**config.mk**
```make
export PLATFORM = sky130hd
export DESIGN_NAME = tx_packet_ring_slot_allocator_top
export DESIGN_NICKNAME = d
export VERILOG_FILES = /design/src/rtl/txrsa_pkg.sv /design/src/rtl/txrsa_cfg_regs.sv /design/src/rtl/txrsa_ctrl.sv /design/src/rtl/txrsa_dp.sv /design/src/rtl/tx_packet_ring_slot_allocator_top.sv
export SDC_FILE = /design/constraint.sdc
export NUM_CORES = 2
export LEC_CHECK = 0
export BUFFER_PORTS_ARGS = -buffer_cell sky130_fd_sc_hd__buf_4
export CAP_MARGIN = 30
export CORE_MARGIN = 2
export CORE_UTILIZATION = 40
export CTS_CLUSTER_DIAMETER = 40
export DETAILED_ROUTE_END_ITERATION = 10
export SLEW_MARGIN = 20
export SYNTH_ARGS = -nofsm -noshare
export SYNTH_HDL_FRONTEND = slang
export SYNTH_SLANG_ARGS = --single-unit
```
**constraint.sdc**
```tcl
create_clock -name clk -period 18.6 [get_ports clk]
set_input_delay 1.86 -clock clk [delete_from_list [all_inputs] [get_ports clk]]
set_output_delay 1.86 -clock clk [all_outputs]
set_load 0.03 [all_outputs]
```
**src/rtl/txrsa_pkg.sv**
```systemverilog
`timescale 1ns / 1ps
package txrsa_pkg;

	// Ring geometry and table limits
	localparam int PAGE_BYTES      = 4096;
	localparam int HEADER_BYTES    = 16;
	localparam int MAX_PAGES       = 16;
	localparam int MAX_OUTSTANDING = 256;

	localparam int PAGE_W  = $clog2(PAGE_BYTES);
	localparam int RING_W  = $clog2(MAX_PAGES * PAGE_BYTES);
	localparam int PIDX_W  = RING_W - PAGE_W;
	localparam int PAGES_W = $clog2(MAX_PAGES + 1);

	// Field widths
	localparam int LEN_W    = 13;
	localparam int OFS_W    = 16;
	localparam int PAD_W    = 13;
	localparam int USED_W   = 14;
	localparam int FREE_W   = 17;
	localparam int STATUS_W = 2;

	// Register port
	localparam int CFG_AW  = 3;
	localparam int PDATA_W = 32;
	localparam int REG_IDX_W = CFG_AW - 2;
	localparam logic [REG_IDX_W-1:0] REG_RING_PAGES = REG_IDX_W'(0);

	localparam logic [FREE_W-1:0] RESET_FREE =
		FREE_W'(MAX_PAGES * PAGE_BYTES - HEADER_BYTES);

	typedef enum logic [STATUS_W-1:0] {
		ST_OK       = 2'd0,
		ST_NO_SPACE = 2'd1,
		ST_EMPTY    = 2'd2,
		ST_REJECT   = 2'd3
	} status_t;

	typedef enum logic {
		CMD_TX      = 1'b0,
		CMD_RELEASE = 1'b1
	} command_t;

	typedef struct packed {
		logic               reinit;
		logic [PAGES_W-1:0] new_pages;
		logic [PAGES_W-1:0] pages;
	} cfg_t;

	typedef struct packed {
		logic accept;
		logic place;
		logic commit;
	} ctrl_cmd_t;

endpackage

```
**src/rtl/txrsa_cfg_regs.sv**
```systemverilog
`timescale 1ns / 1ps
module txrsa_cfg_regs (
	input  logic                          clk,
	input  logic                          arst_n,
	input  logic                          psel,
	input  logic                          penable,
	input  logic                          pwrite,
	input  logic [txrsa_pkg::CFG_AW-1:0]  paddr,
	input  logic [txrsa_pkg::PDATA_W-1:0] pwdata,
	output logic [txrsa_pkg::PDATA_W-1:0] prdata,
	output logic                          pready,
	output txrsa_pkg::cfg_t               cfg
);
	import txrsa_pkg::*;

	logic [PAGES_W-1:0]   ring_pages_q;
	logic [PAGES_W-1:0]   clamped;
	logic [REG_IDX_W-1:0] reg_idx;
	logic                 wr_en;

	assign reg_idx = paddr[CFG_AW-1:2];
	assign wr_en   = psel && penable && pwrite && (reg_idx == REG_RING_PAGES);
	assign pready  = 1'b1;

	// Clamp the page count to the supported range
	always_comb begin
		if (pwdata == '0) begin
			clamped = PAGES_W'(1);
		end else if (pwdata > PDATA_W'(MAX_PAGES)) begin
			clamped = PAGES_W'(MAX_PAGES);
		end else begin
			clamped = pwdata[PAGES_W-1:0];
		end
	end

	always_ff @(posedge clk or negedge arst_n) begin
		if (!arst_n) begin
			ring_pages_q <= PAGES_W'(MAX_PAGES);
		end else if (wr_en) begin
			ring_pages_q <= clamped;
		end
	end

	assign prdata = (reg_idx == REG_RING_PAGES) ? PDATA_W'(ring_pages_q) : '0;

	assign cfg.reinit    = wr_en;
	assign cfg.new_pages = clamped;
	assign cfg.pages     = ring_pages_q;

endmodule

```
**src/rtl/txrsa_ctrl.sv**
```systemverilog
`timescale 1ns / 1ps
module txrsa_ctrl (
	input  logic                  clk,
	input  logic                  arst_n,
	input  logic                  req_valid,
	output logic                  req_stall,
	output logic                  rsp_valid,
	input  logic                  rsp_stall,
	output txrsa_pkg::ctrl_cmd_t  cmd
);
	import txrsa_pkg::*;

	typedef enum logic [1:0] {
		S_IDLE,
		S_PLACE,
		S_COMMIT
	} state_t;

	state_t state_q;
	logic   rsp_valid_q;
	logic   out_free;

	// The result register may be refilled in the cycle its transaction leaves
	assign out_free   = !rsp_valid_q || !rsp_stall;
	assign req_stall  = (state_q != S_IDLE);
	assign rsp_valid  = rsp_valid_q;

	assign cmd.accept = (state_q == S_IDLE) && req_valid;
	assign cmd.place  = (state_q == S_PLACE);
	assign cmd.commit = (state_q == S_COMMIT) && out_free;

	always_ff @(posedge clk or negedge arst_n) begin
		if (!arst_n) begin
			state_q     <= S_IDLE;
			rsp_valid_q <= 1'b0;
		end else begin
			case (state_q)
				S_IDLE: begin
					if (req_valid) begin
						state_q <= S_PLACE;
					end
				end
				S_PLACE: begin
					state_q <= S_COMMIT;
				end
				S_COMMIT: begin
					if (out_free) begin
						state_q <= S_IDLE;
					end
				end
				default: begin
					state_q <= S_IDLE;
				end
			endcase

			if (cmd.commit) begin
				rsp_valid_q <= 1'b1;
			end else if (!rsp_stall) begin
				rsp_valid_q <= 1'b0;
			end
		end
	end

endmodule

```
**src/rtl/txrsa_dp.sv**
```systemverilog
`timescale 1ns / 1ps
module txrsa_dp #(
	parameter int MAX_OUTSTANDING = txrsa_pkg::MAX_OUTSTANDING
) (
	input  logic                           clk,
	input  logic                           arst_n,
	input  txrsa_pkg::cfg_t                cfg,
	input  txrsa_pkg::ctrl_cmd_t           cmd,
	input  logic                           command,
	input  logic [txrsa_pkg::LEN_W-1:0]    packet_length,
	output logic [txrsa_pkg::STATUS_W-1:0] status,
	output logic [txrsa_pkg::OFS_W-1:0]    header_offset,
	output logic [txrsa_pkg::OFS_W-1:0]    data_offset,
	output logic [txrsa_pkg::PAD_W-1:0]    prepad_bytes,
	output logic [txrsa_pkg::PAD_W-1:0]    postpad_bytes,
	output logic [txrsa_pkg::OFS_W-1:0]    next_header_offset,
	output logic [txrsa_pkg::USED_W-1:0]   used_bytes,
	output logic [txrsa_pkg::FREE_W-1:0]   free_bytes
);
	import txrsa_pkg::*;

	localparam int FIFO_AW = $clog2(MAX_OUTSTANDING);
	localparam int CNT_W   = $clog2(MAX_OUTSTANDING + 1);

	// Ring state
	logic [RING_W-1:0]  cur_hdr_q;
	logic [RING_W-1:0]  old_hdr_q;
	logic [FREE_W-1:0]  free_q;
	logic [CNT_W-1:0]   cnt_q;
	logic [FIFO_AW-1:0] rd_idx_q;
	logic [FIFO_AW-1:0] wr_idx_q;

	// Size FIFO
	logic [USED_W-1:0]  fifo_mem [MAX_OUTSTANDING];
	logic [USED_W-1:0]  rdata_q;
	logic               fifo_push;

	// Latched request
	logic               command_q;
	logic [LEN_W-1:0]   len_q;

	// Placement stage
	logic               reject_s1;
	logic [RING_W-1:0]  tmp_s1;
	logic [PAD_W-1:0]   pre_s1;
	logic [PAD_W-1:0]   post_s1;
	logic [PAGES_W-1:0] ni_s1;
	logic [PAGE_W-1:0]  noff_s1;

	logic [FREE_W-1:0]  rb;
	logic [FREE_W-1:0]  hsum;
	logic [RING_W-1:0]  tmp;
	logic [PIDX_W-1:0]  idx;
	logic [PAGE_W-1:0]  off;
	logic [USED_W-1:0]  lo;
	logic [USED_W-1:0]  t_raw;
	logic [USED_W-1:0]  t;
	logic [LEN_W-1:0]   len_raw;
	logic [LEN_W-1:0]   len_a8;
	logic               reject;
	logic [PAGES_W-1:0] ni;
	logic [PAGE_W-1:0]  noff;
	logic [PAD_W-1:0]   pre;
	logic [PAD_W-1:0]   post;

	// Commit stage
	logic [USED_W-1:0]  used;
	logic [FREE_W-1:0]  dsum;
	logic [RING_W-1:0]  doff;
	logic [RING_W-1:0]  nhdr;
	logic               nospace;
	logic [USED_W-1:0]  size;
	logic [FREE_W-1:0]  rel_free;
	logic [FREE_W-1:0]  osum;
	logic [RING_W-1:0]  new_old;

	assign rb = {cfg.pages, PAGE_W'(0)};

	// Placement: header slot, payload page and padding
	assign hsum    = FREE_W'(cur_hdr_q) + FREE_W'(HEADER_BYTES);
	assign tmp     = (hsum >= rb) ? RING_W'(hsum - rb) : RING_W'(hsum);
	assign idx     = tmp[RING_W-1:PAGE_W];
	assign off     = tmp[PAGE_W-1:0];
	assign lo      = USED_W'(len_q) + USED_W'(off);
	assign t_raw   = lo + USED_W'(7);
	assign t       = {t_raw[USED_W-1:3], 3'b000};
	assign len_raw = len_q + LEN_W'(7);
	assign len_a8  = {len_raw[LEN_W-1:3], 3'b000};
	assign reject  = (len_q > LEN_W'(PAGE_BYTES - HEADER_BYTES)) ||
		(cnt_q >= CNT_W'(MAX_OUTSTANDING));

	always_comb begin
		ni   = PAGES_W'(idx);
		noff = t[PAGE_W-1:0];
		pre  = '0;
		post = PAD_W'(t - lo);
		// Next header would straddle the page: move it to the next page
		if (t > USED_W'(PAGE_BYTES - HEADER_BYTES)) begin
			ni = ni + PAGES_W'(1);
			if (t <= USED_W'(PAGE_BYTES)) begin
				noff = '0;
				post = post + PAD_W'(USED_W'(PAGE_BYTES) - t);
			end
			// Payload runs off the ring end: restart it on page zero
			if ((ni >= cfg.pages) && (noff != '0)) begin
				noff = len_a8[PAGE_W-1:0];
				ni   = '0;
				pre  = PAD_W'(PAGE_BYTES) - PAD_W'(off);
				post = PAD_W'(len_a8 - len_q);
			end
			if (ni >= cfg.pages) begin
				ni = '0;
			end
		end
	end

	always_ff @(posedge clk) begin
		if (cmd.accept) begin
			command_q <= command;
			len_q     <= packet_length;
		end
		if (cmd.place) begin
			reject_s1 <= reject;
			tmp_s1    <= tmp;
			pre_s1    <= pre;
			post_s1   <= post;
			ni_s1     <= ni;
			noff_s1   <= noff;
		end
	end

	// Commit: space check for transmit, FIFO pop for release
	assign used    = USED_W'(pre_s1) + USED_W'(len_q) + USED_W'(post_s1) +
		USED_W'(HEADER_BYTES);
	assign dsum    = FREE_W'(tmp_s1) + FREE_W'(pre_s1);
	assign doff    = (dsum >= rb) ? RING_W'(dsum - rb) : RING_W'(dsum);
	assign nhdr    = {ni_s1[PIDX_W-1:0], noff_s1};
	assign nospace = FREE_W'(used) > free_q;

	assign size     = rdata_q;
	assign rel_free = free_q + FREE_W'(size);
	assign osum     = FREE_W'(old_hdr_q) + FREE_W'(size);
	assign new_old  = (osum >= rb) ? RING_W'(osum - rb) : RING_W'(osum);

	assign fifo_push = cmd.commit && (command_q == CMD_TX) && !reject_s1 && !nospace;

	always_ff @(posedge clk) begin
		if (fifo_push) begin
			fifo_mem[wr_idx_q] <= used;
		end
		rdata_q <= fifo_mem[rd_idx_q];
	end

	always_ff @(posedge clk or negedge arst_n) begin
		if (!arst_n) begin
			cur_hdr_q <= '0;
			old_hdr_q <= '0;
			free_q    <= RESET_FREE;
			cnt_q     <= '0;
			rd_idx_q  <= '0;
			wr_idx_q  <= '0;
		end else if (cfg.reinit) begin
			cur_hdr_q <= '0;
			old_hdr_q <= '0;
			free_q    <= {cfg.new_pages, PAGE_W'(0)} - FREE_W'(HEADER_BYTES);
			cnt_q     <= '0;
			rd_idx_q  <= '0;
			wr_idx_q  <= '0;
		end else if (cmd.commit) begin
			if (command_q == CMD_RELEASE) begin
				if (cnt_q != '0) begin
					cnt_q     <= cnt_q - CNT_W'(1);
					free_q    <= rel_free;
					old_hdr_q <= new_old;
					rd_idx_q  <= (rd_idx_q == FIFO_AW'(MAX_OUTSTANDING - 1)) ?
						'0 : rd_idx_q + FIFO_AW'(1);
				end
			end else if (fifo_push) begin
				cnt_q     <= cnt_q + CNT_W'(1);
				free_q    <= free_q - FREE_W'(used);
				cur_hdr_q <= nhdr;
				wr_idx_q  <= (wr_idx_q == FIFO_AW'(MAX_OUTSTANDING - 1)) ?
					'0 : wr_idx_q + FIFO_AW'(1);
			end
		end
	end

	// Result register
	always_ff @(posedge clk) begin
		if (cmd.commit) begin
			if (command_q == CMD_RELEASE) begin
				data_offset   <= '0;
				prepad_bytes  <= '0;
				postpad_bytes <= '0;
				header_offset <= old_hdr_q;
				if (cnt_q == '0) begin
					status             <= ST_EMPTY;
					next_header_offset <= '0;
					used_bytes         <= '0;
					free_bytes         <= free_q;
				end else begin
					status             <= ST_OK;
					next_header_offset <= new_old;
					used_bytes         <= size;
					free_bytes         <= rel_free;
				end
			end else if (reject_s1) begin
				status             <= ST_REJECT;
				header_offset      <= cur_hdr_q;
				data_offset        <= '0;
				prepad_bytes       <= '0;
				postpad_bytes      <= '0;
				next_header_offset <= '0;
				used_bytes         <= '0;
				free_bytes         <= free_q;
			end else begin
				status             <= nospace ? ST_NO_SPACE : ST_OK;
				header_offset      <= cur_hdr_q;
				data_offset        <= doff;
				prepad_bytes       <= pre_s1;
				postpad_bytes      <= post_s1;
				next_header_offset <= nhdr;
				used_bytes         <= used;
				free_bytes         <= nospace ? free_q : free_q - FREE_W'(used);
			end
		end
	end

endmodule

```
**src/rtl/tx_packet_ring_slot_allocator_top.sv**
```systemverilog
`timescale 1ns / 1ps
// Transmit packet ring slot allocator.
// Request channel (req_valid/req_stall): command 0 places a packet of
// packet_length payload bytes in the paged ring, command 1 releases the
// oldest committed packet. Each request yields exactly one response on the
// rsp_valid/rsp_stall channel carrying status, offsets, padding, used and
// free byte counts.
// A request is latched at its accepting edge, then placed (S_PLACE) and
// committed (S_COMMIT) into the output register, which raises rsp_valid;
// the commit also reads the used-size FIFO memory through its registered read
// port. No new request is accepted until the previous one has committed.
// A response waits in the output register while rsp_stall is high; the next
// request is still accepted and placed, and its commit holds until that
// output transaction completes.
// The APB register ring_pages (address 0) sets the ring size; a write
// reinitializes all ring state. Reset selects the full ring size, an empty
// ring and an empty FIFO, with no clearing pass.
module tx_packet_ring_slot_allocator_top #(
	parameter int MAX_OUTSTANDING = txrsa_pkg::MAX_OUTSTANDING
) (
	input  logic                           clk,
	input  logic                           arst_n,
	input  logic                           psel,
	input  logic                           penable,
	input  logic                           pwrite,
	input  logic [txrsa_pkg::CFG_AW-1:0]   paddr,
	input  logic [txrsa_pkg::PDATA_W-1:0]  pwdata,
	output logic [txrsa_pkg::PDATA_W-1:0]  prdata,
	output logic                           pready,
	input  logic                           req_valid,
	output logic                           req_stall,
	input  logic                           command,
	input  logic [txrsa_pkg::LEN_W-1:0]    packet_length,
	output logic                           rsp_valid,
	input  logic                           rsp_stall,
	output logic [txrsa_pkg::STATUS_W-1:0] status,
	output logic [txrsa_pkg::OFS_W-1:0]    header_offset,
	output logic [txrsa_pkg::OFS_W-1:0]    data_offset,
	output logic [txrsa_pkg::PAD_W-1:0]    prepad_bytes,
	output logic [txrsa_pkg::PAD_W-1:0]    postpad_bytes,
	output logic [txrsa_pkg::OFS_W-1:0]    next_header_offset,
	output logic [txrsa_pkg::USED_W-1:0]   used_bytes,
	output logic [txrsa_pkg::FREE_W-1:0]   free_bytes
);
	import txrsa_pkg::*;

	cfg_t      cfg;
	ctrl_cmd_t cmd;

	txrsa_cfg_regs u_cfg (
		.clk     (clk),
		.arst_n  (arst_n),
		.psel    (psel),
		.penable (penable),
		.pwrite  (pwrite),
		.paddr   (paddr),
		.pwdata  (pwdata),
		.prdata  (prdata),
		.pready  (pready),
		.cfg     (cfg)
	);

	txrsa_ctrl u_ctrl (
		.clk       (clk),
		.arst_n    (arst_n),
		.req_valid (req_valid),
		.req_stall (req_stall),
		.rsp_valid (rsp_valid),
		.rsp_stall (rsp_stall),
		.cmd       (cmd)
	);

	txrsa_dp #(
		.MAX_OUTSTANDING (MAX_OUTSTANDING)
	) u_dp (
		.clk                (clk),
		.arst_n             (arst_n),
		.cfg                (cfg),
		.cmd                (cmd),
		.command            (command),
		.packet_length      (packet_length),
		.status             (status),
		.header_offset      (header_offset),
		.data_offset        (data_offset),
		.prepad_bytes       (prepad_bytes),
		.postpad_bytes      (postpad_bytes),
		.next_header_offset (next_header_offset),
		.used_bytes         (used_bytes),
		.free_bytes         (free_bytes)
	);

endmodule

```
==> Word-level counts from Yosys, hierarchy flattened <==
Memories as Yosys holds them, arrays and structs flattened. A register that Yosys moved wholly into a read port is not among the register bits.
Cells that the tools add are included.
{ "op_classes": {"bitwise": 3, "n_reduce_logical": 33, "addsub": 25, "muxes": 67, "order_cmp": 11, "eq_ne": 9} }
{ "op_table": {"columns": ["op", "n"], "rows": [
  ["$mux 16", 15],
  ["$mux 17", 9],
  ["$mux 8", 10],
  ["$ge 17x17->1", 3],
  ["$mux 12", 4],
  ["$sub 16x16->16", 3],
  ["$mux 9", 5],
  ["$mux 14", 3],
  ["$mux 13", 3],
  ["$gt 32x5->1 const B", 1],
  ["$logic_not 32->1", 1],
  ["$sub 13x13->13", 2],
  ["$mux 5", 5],
  ["$add 16x13->17", 1],
  ["$add 16x14->17", 1],
  ["$add 16x5->17 const B", 1],
  ["$add 17x14->17", 1],
  ["$gt 14x17->1", 1],
  ["$sub 17x14->17", 1],
  ["$sub 17x5->17 const B", 1],
  ["$add 8x1->8 const B", 2],
  ["$eq 8x8->1 const B", 2],
  ["$add 13x12->14", 1],
  ["$add 13x13->14", 1],
  ["37 further kinds", 71]
]} }
{ "totals": {"mem_count": 1, "wordCells": 175, "regBits": 262, "output_inout_bits": 142, "ram_bits": 3584} }
{ "mem_list": {"columns": ["memory", "depth", "word_bits", "rd", "rd_clocked_by_memory_dff", "wr", "line_no", "text"], "rows": [
  ["u_dp.fifo_mem", 256, 14, 1, 1, 1, "txrsa_dp.sv:34", "logic [USED_W-1:0] fifo_mem [MAX_OUTSTANDING];"]
]} }

==> Logic depth before layout (Yosys ltp) <==
{ "depth": {"ltp_word": 15, "depth_mapped": 32, "ltp_nobuf": 31} }

==> Cells and area by module <==
From an unflattened synthesis, not the netlist that was laid out.
{ "unflattened": {"cells_unflattened": 7233, "hier_area_um2": 155307.7} }
{ "modules_own_cells": {"columns": ["module", "area_per_inst_um2", "cells_per_inst", "n_inst", "seq_area_each_um2"], "rows": [
  ["txrsa_dp", 154501.9, 7148, 1, 114650.0],
  ["txrsa_cfg_regs", 680.7, 72, 1, 126.4],
  ["txrsa_ctrl", 125.1, 13, 1, 75.1]
]} }

==> Worst setup path after synthesis <==
Ideal clock, no wire load.
{ "synth_path": {"path_type": "reg-to-reg", "from": "register u_dp.len_q[3]", "to": "memory u_dp.fifo_mem[84][0] (enable)", "required_ns": 18.216, "setup_slack_ns": 5.115, "path_stages_with_launch": 21, "setup_time_ns": 0.384, "arrival_time_ns": 13.101, "synth_period_minus_slack_ns": 13.485, "path_cell_list": "edfxtp_1 fa_1 fa_1 ha_1 a21oi_1 o21ai_0 a21o_1 a21oi_1 o21ai_0 nor2_1 xnor2_1 inv_1 ha_1 nand4_1 a211oi_1 o21ai_1 a21oi_1 clkbuf_1 nand4b_1 clkbuf_1 nor2_1"} }
{ "synth_via": {"elab_chain_len": 8} }
{ "synth_rtl": {"columns": ["item", "line_no", "text"], "rows": [
  ["start, declared", "txrsa_dp.sv:40", "logic [LEN_W-1:0] len_q;"],
  ["start signal, assigned", "txrsa_dp.sv:120", "len_q <= packet_length;"],
  ["$add 13x13->14", "txrsa_dp.sv:133", "assign used = USED_W'(pre_s1) + USED_W'(len_q) + USED_W'(post_s1) +"],
  ["$add 14x13->14", "txrsa_dp.sv:133", null],
  ["$add 14x5->14", "txrsa_dp.sv:133", null],
  ["net u_dp.used[11]", "txrsa_dp.sv:67", "logic [USED_W-1:0] used;"],
  ["$gt 14x17->1", "txrsa_dp.sv:138", "assign nospace = FREE_W'(used) > free_q;"],
  ["$logic_not 1->1", "txrsa_dp.sv:145", "assign fifo_push = cmd.commit && (command_q == CMD_TX) && !reject_s1 && !nospace;"],
  ["$logic_and 1x1->1", "txrsa_dp.sv:145", null],
  ["$mux 1", "txrsa_dp.sv:148", "if (fifo_push) begin"],
  ["$mux 1 (implied by the code)", "txrsa_dp.sv:149", "fifo_mem[wr_idx_q] <= used;"],
  ["end, declared", "txrsa_dp.sv:34", null]
]} }
The timed path passes the listed nets, and every way through them passes these cells.

==> Final worst setup path <==
{ "layout_path": {"from": "register u_dp.len_q[2]", "to": "memory u_dp.fifo_mem[100][0] (enable)"} }
{ "layout_via": {"elab_chain_len": 8} }
{ "layout_rtl": {"columns": ["item", "line_no"], "rows": [
  ["$add 13x13->14", "txrsa_dp.sv:133"],
  ["$add 14x13->14", "txrsa_dp.sv:133"],
  ["$add 14x5->14", "txrsa_dp.sv:133"],
  ["$gt 14x17->1", "txrsa_dp.sv:138"],
  ["$logic_not 1->1", "txrsa_dp.sv:145"],
  ["$logic_and 1x1->1", "txrsa_dp.sv:145"],
  ["$mux 1", "txrsa_dp.sv:148"],
  ["$mux 1 (implied by the code)", "txrsa_dp.sv:149"]
]} }
No other way between the ends.

==> results.toml <==
[final_layout]
area_growth_pct = 16.6
nets = 8204
n_fill_cell = 31500
fin_util_pct = 46.9
multiInputGateArea_um2 = 38700
seq_area_um2 = 115000
drive_above_1_share_pct = 31.3

[routing]
via_per_inst = 5.67
vias = 76800
avgRoutedWirePerCell_um = 28.9
drt.antenna.violating_nets = 0
drtPass1Iterations = 7
wl_um = 391000
drt_iter0_drc = 8938
drc_errors = 0

[global_route]
grt_max_degree = 189
gr-usage-all-layers_pct = 19.6
grt_overflow = 0
grt_pass1_wl_um = 559000
antenna_found_initial = 25
grt_pass1_vias = 77000

[clock_tree]
clockBufferDepth = 4
cts_sinks = 3842
cts_root_buf = "clkbuf_16"
cts_hold_buf = 0
cts_made_buffers = 461
post_cts_buffers = 0
clk_pin_slew_ns = 0.06
cts_tree = "built"
post_cts_resized = 0
insertion_delay_ns = 0.99
h-tree-depth = 5

[worst_setup_path]
worstPathRequired_ns = 19.25
worstPathArrival_ns = 9.52
cpPeakStageDelay_ns = 0.76
slowest_stage = "nor3_1"
end_kind = "flop"
crit_path_start_kind = "flop"
critical_path_class = "reg2reg"
cpMostUsedCell = "buf_4"
crit_fanout = 28

[synth]
ys_ff_latch = 3842
synth_top_area_share_pct = 72.5
ys_warn_count = 0
synth_edf_count = 3749
synth_area_leader_cell = "edfxtp_1"
syn-cell-area_um2 = 155000
synth_cell_types = 91
synthArstFlopShare_pct = 2.06
synth_flop_cell = "edfxtp_1"
synth_cells = 7302
synthTopCellsByArea = "edfxtp_1, mux4_2, ha_1"
avgSynthCellArea_um2 = 21.3
ys_seq_area_share_pct = 74.0

[placement]
pre_cts_slack_ns = 9.82
place_hpwl_um = 242000
gp_congestion = 0.853
io_buffers = 161

[floorplanning]
num_rows = 228
die_x_um = 627
dieArea_um2 = 393000
die_y_um = 627
initial_core_util_pct = 40.2
core_area_um2 = 386000
io_pins = 198

[sta]
setup_viol = 0
min_period_ns = 8.87
setup_tns_ns = 0
drv_slew = 0
rsz0062_at_grt = "no"
max_freq_mhz = 113
report.final.hold_viol_count = 0
clock_skew_ns = 0.113
maxSlewHeadroom_pct = 18.5
tightest_slew_ns = 1.22
fin_crit_sh_pct = 47.7
fin_ws_ns = 9.73

[hold_path]
holdCritPathClass = "reg2reg"

[flow_run]
cap_viol_max_count = 0

[outcome]
status = "finished, final reports clean"
[cell usage after synthesis, drive strengths merged, types with 51 or more instances]
cell type	number
edfxtp	3749
mux4	1190
buf	146
inv	109
xnor2	79
nand2	188
nand3	53
o21ai	99
a21oi	112
nor2	415
ha	165
dfrtp	66
xor2	51
clkbuf	252
[state kept, by name, summed over array words and instances, names as in the netlist, 14 cells and up]
| name | count |
|---|---|
| u_dp.used_bytes | 14 |
| u_dp.free_q | 17 |
| u_dp.fifo_mem | 3584 |
| u_dp.header_offset | 16 |
| u_dp.next_header_offset | 16 |
| u_dp.rdata_q | 14 |
| u_dp.free_bytes | 17 |
| u_dp.old_hdr_q | 16 |
[cells in the final DEF, fill, tap and decap left out, drive strengths merged, types with 28 or more instances in the layout]
cell,netlist,routed
a21oi,112,112
buf,146,563
edfxtp,3749,3749
xor2,51,51
a21o,32,32
ha,165,165
xnor2,79,79
and2,44,44
bufinv,0,66
conb,2,34
nor2b,28,28
nor3,48,48
mux4,1190,1190
clkbuf,252,518
a211oi,28,28
nand3,53,53
inv,109,160
clkinvlp,0,48
dfrtp,66,66
nor2,415,415
nand2,188,188
clkinv,0,174
o21ai,99,99
[worst max-delay path, delay by kind of cell (launching register included)]
kind,cells,cell delay (ns)
DFF,1,0.54
buffers and inverters,5,1.57
AOI/OAI and AO/OA,9,2.31
adders and majority gates,5,1.57
and+or+nand+nor,6,2.56
[cell type report]
type                    instances  share of cell area (%)
clock inverters               339                    2.26
well taps                    5175                    3.58
flip-flops and latches       3842                    63.4
clock buffers                 517                    6.56
diodes                         14                  0.0193
multi-input cells            2985                    21.4
inverters                     109                   0.234
repair buffers                564                    2.56
[layer usage]
metal  wire, um  global-route usage [%]  vias up  share of wire [%]
met5          0                       0        -                  0
met4      12300                    6.06        0                3.2
met3      28100                    3.12      612                7.2
met2     190000                    31.9     3065                 48
met1     161000                    27.4    41100                 41
li1           -                       -    32000                  -
[stage by stage]
step | hold slack [ns] | instances | area, um^2
after global placement | 0.473 | 12600 | 165000
after floorplan | 0.461 | 7334 | 155000
after CTS | 0.483 | 13500 | 181000
final | 0.479 | 13500 | 181000
after global routing | 0.509 | 13500 | 181000
after detailed placement | 0.475 | 12700 | 165000
[final timing paths]
check	slack [ns]	cells past startpoint	endpoint	start
min in group asynchronous	0.91	1	u_ctrl.state_q[1]	arst_n
max in group asynchronous	16.52	2	u_dp.rd_idx_q[4]	arst_n
setup / recovery	9.73	25	u_dp.fifo_mem[100][0]	u_dp.len_q[2]
setup reg to reg	9.73	25	u_dp.fifo_mem[100][0]	u_dp.len_q[2]
hold reg to reg	0.48	2	u_cfg.ring_pages_q[4]	u_cfg.ring_pages_q[4]
hold / removal	0.48	2	u_cfg.ring_pages_q[4]	u_cfg.ring_pages_q[4]
[cells by family (layout without fill, tap and decap cells)]
kind of cell / after synthesis / after routing / share of synthesized area [%]
flops: 3842 / 3842 / 74.0
simple gates: 927 / 927 / 2.75
fa+ha+maj: 185 / 185 / 1.59
mux: 1230 / 1230 / 17.5
compound gates: 478 / 478 / 2.09
other cells: 2 / 48 / 0.00484
buf+inv: 507 / 1529 / 1.33
xor+xnor: 131 / 131 / 0.753
Power is not shown: default switching activity piles up to over one toggle a cycle in this logic, so the estimate is an artifact.
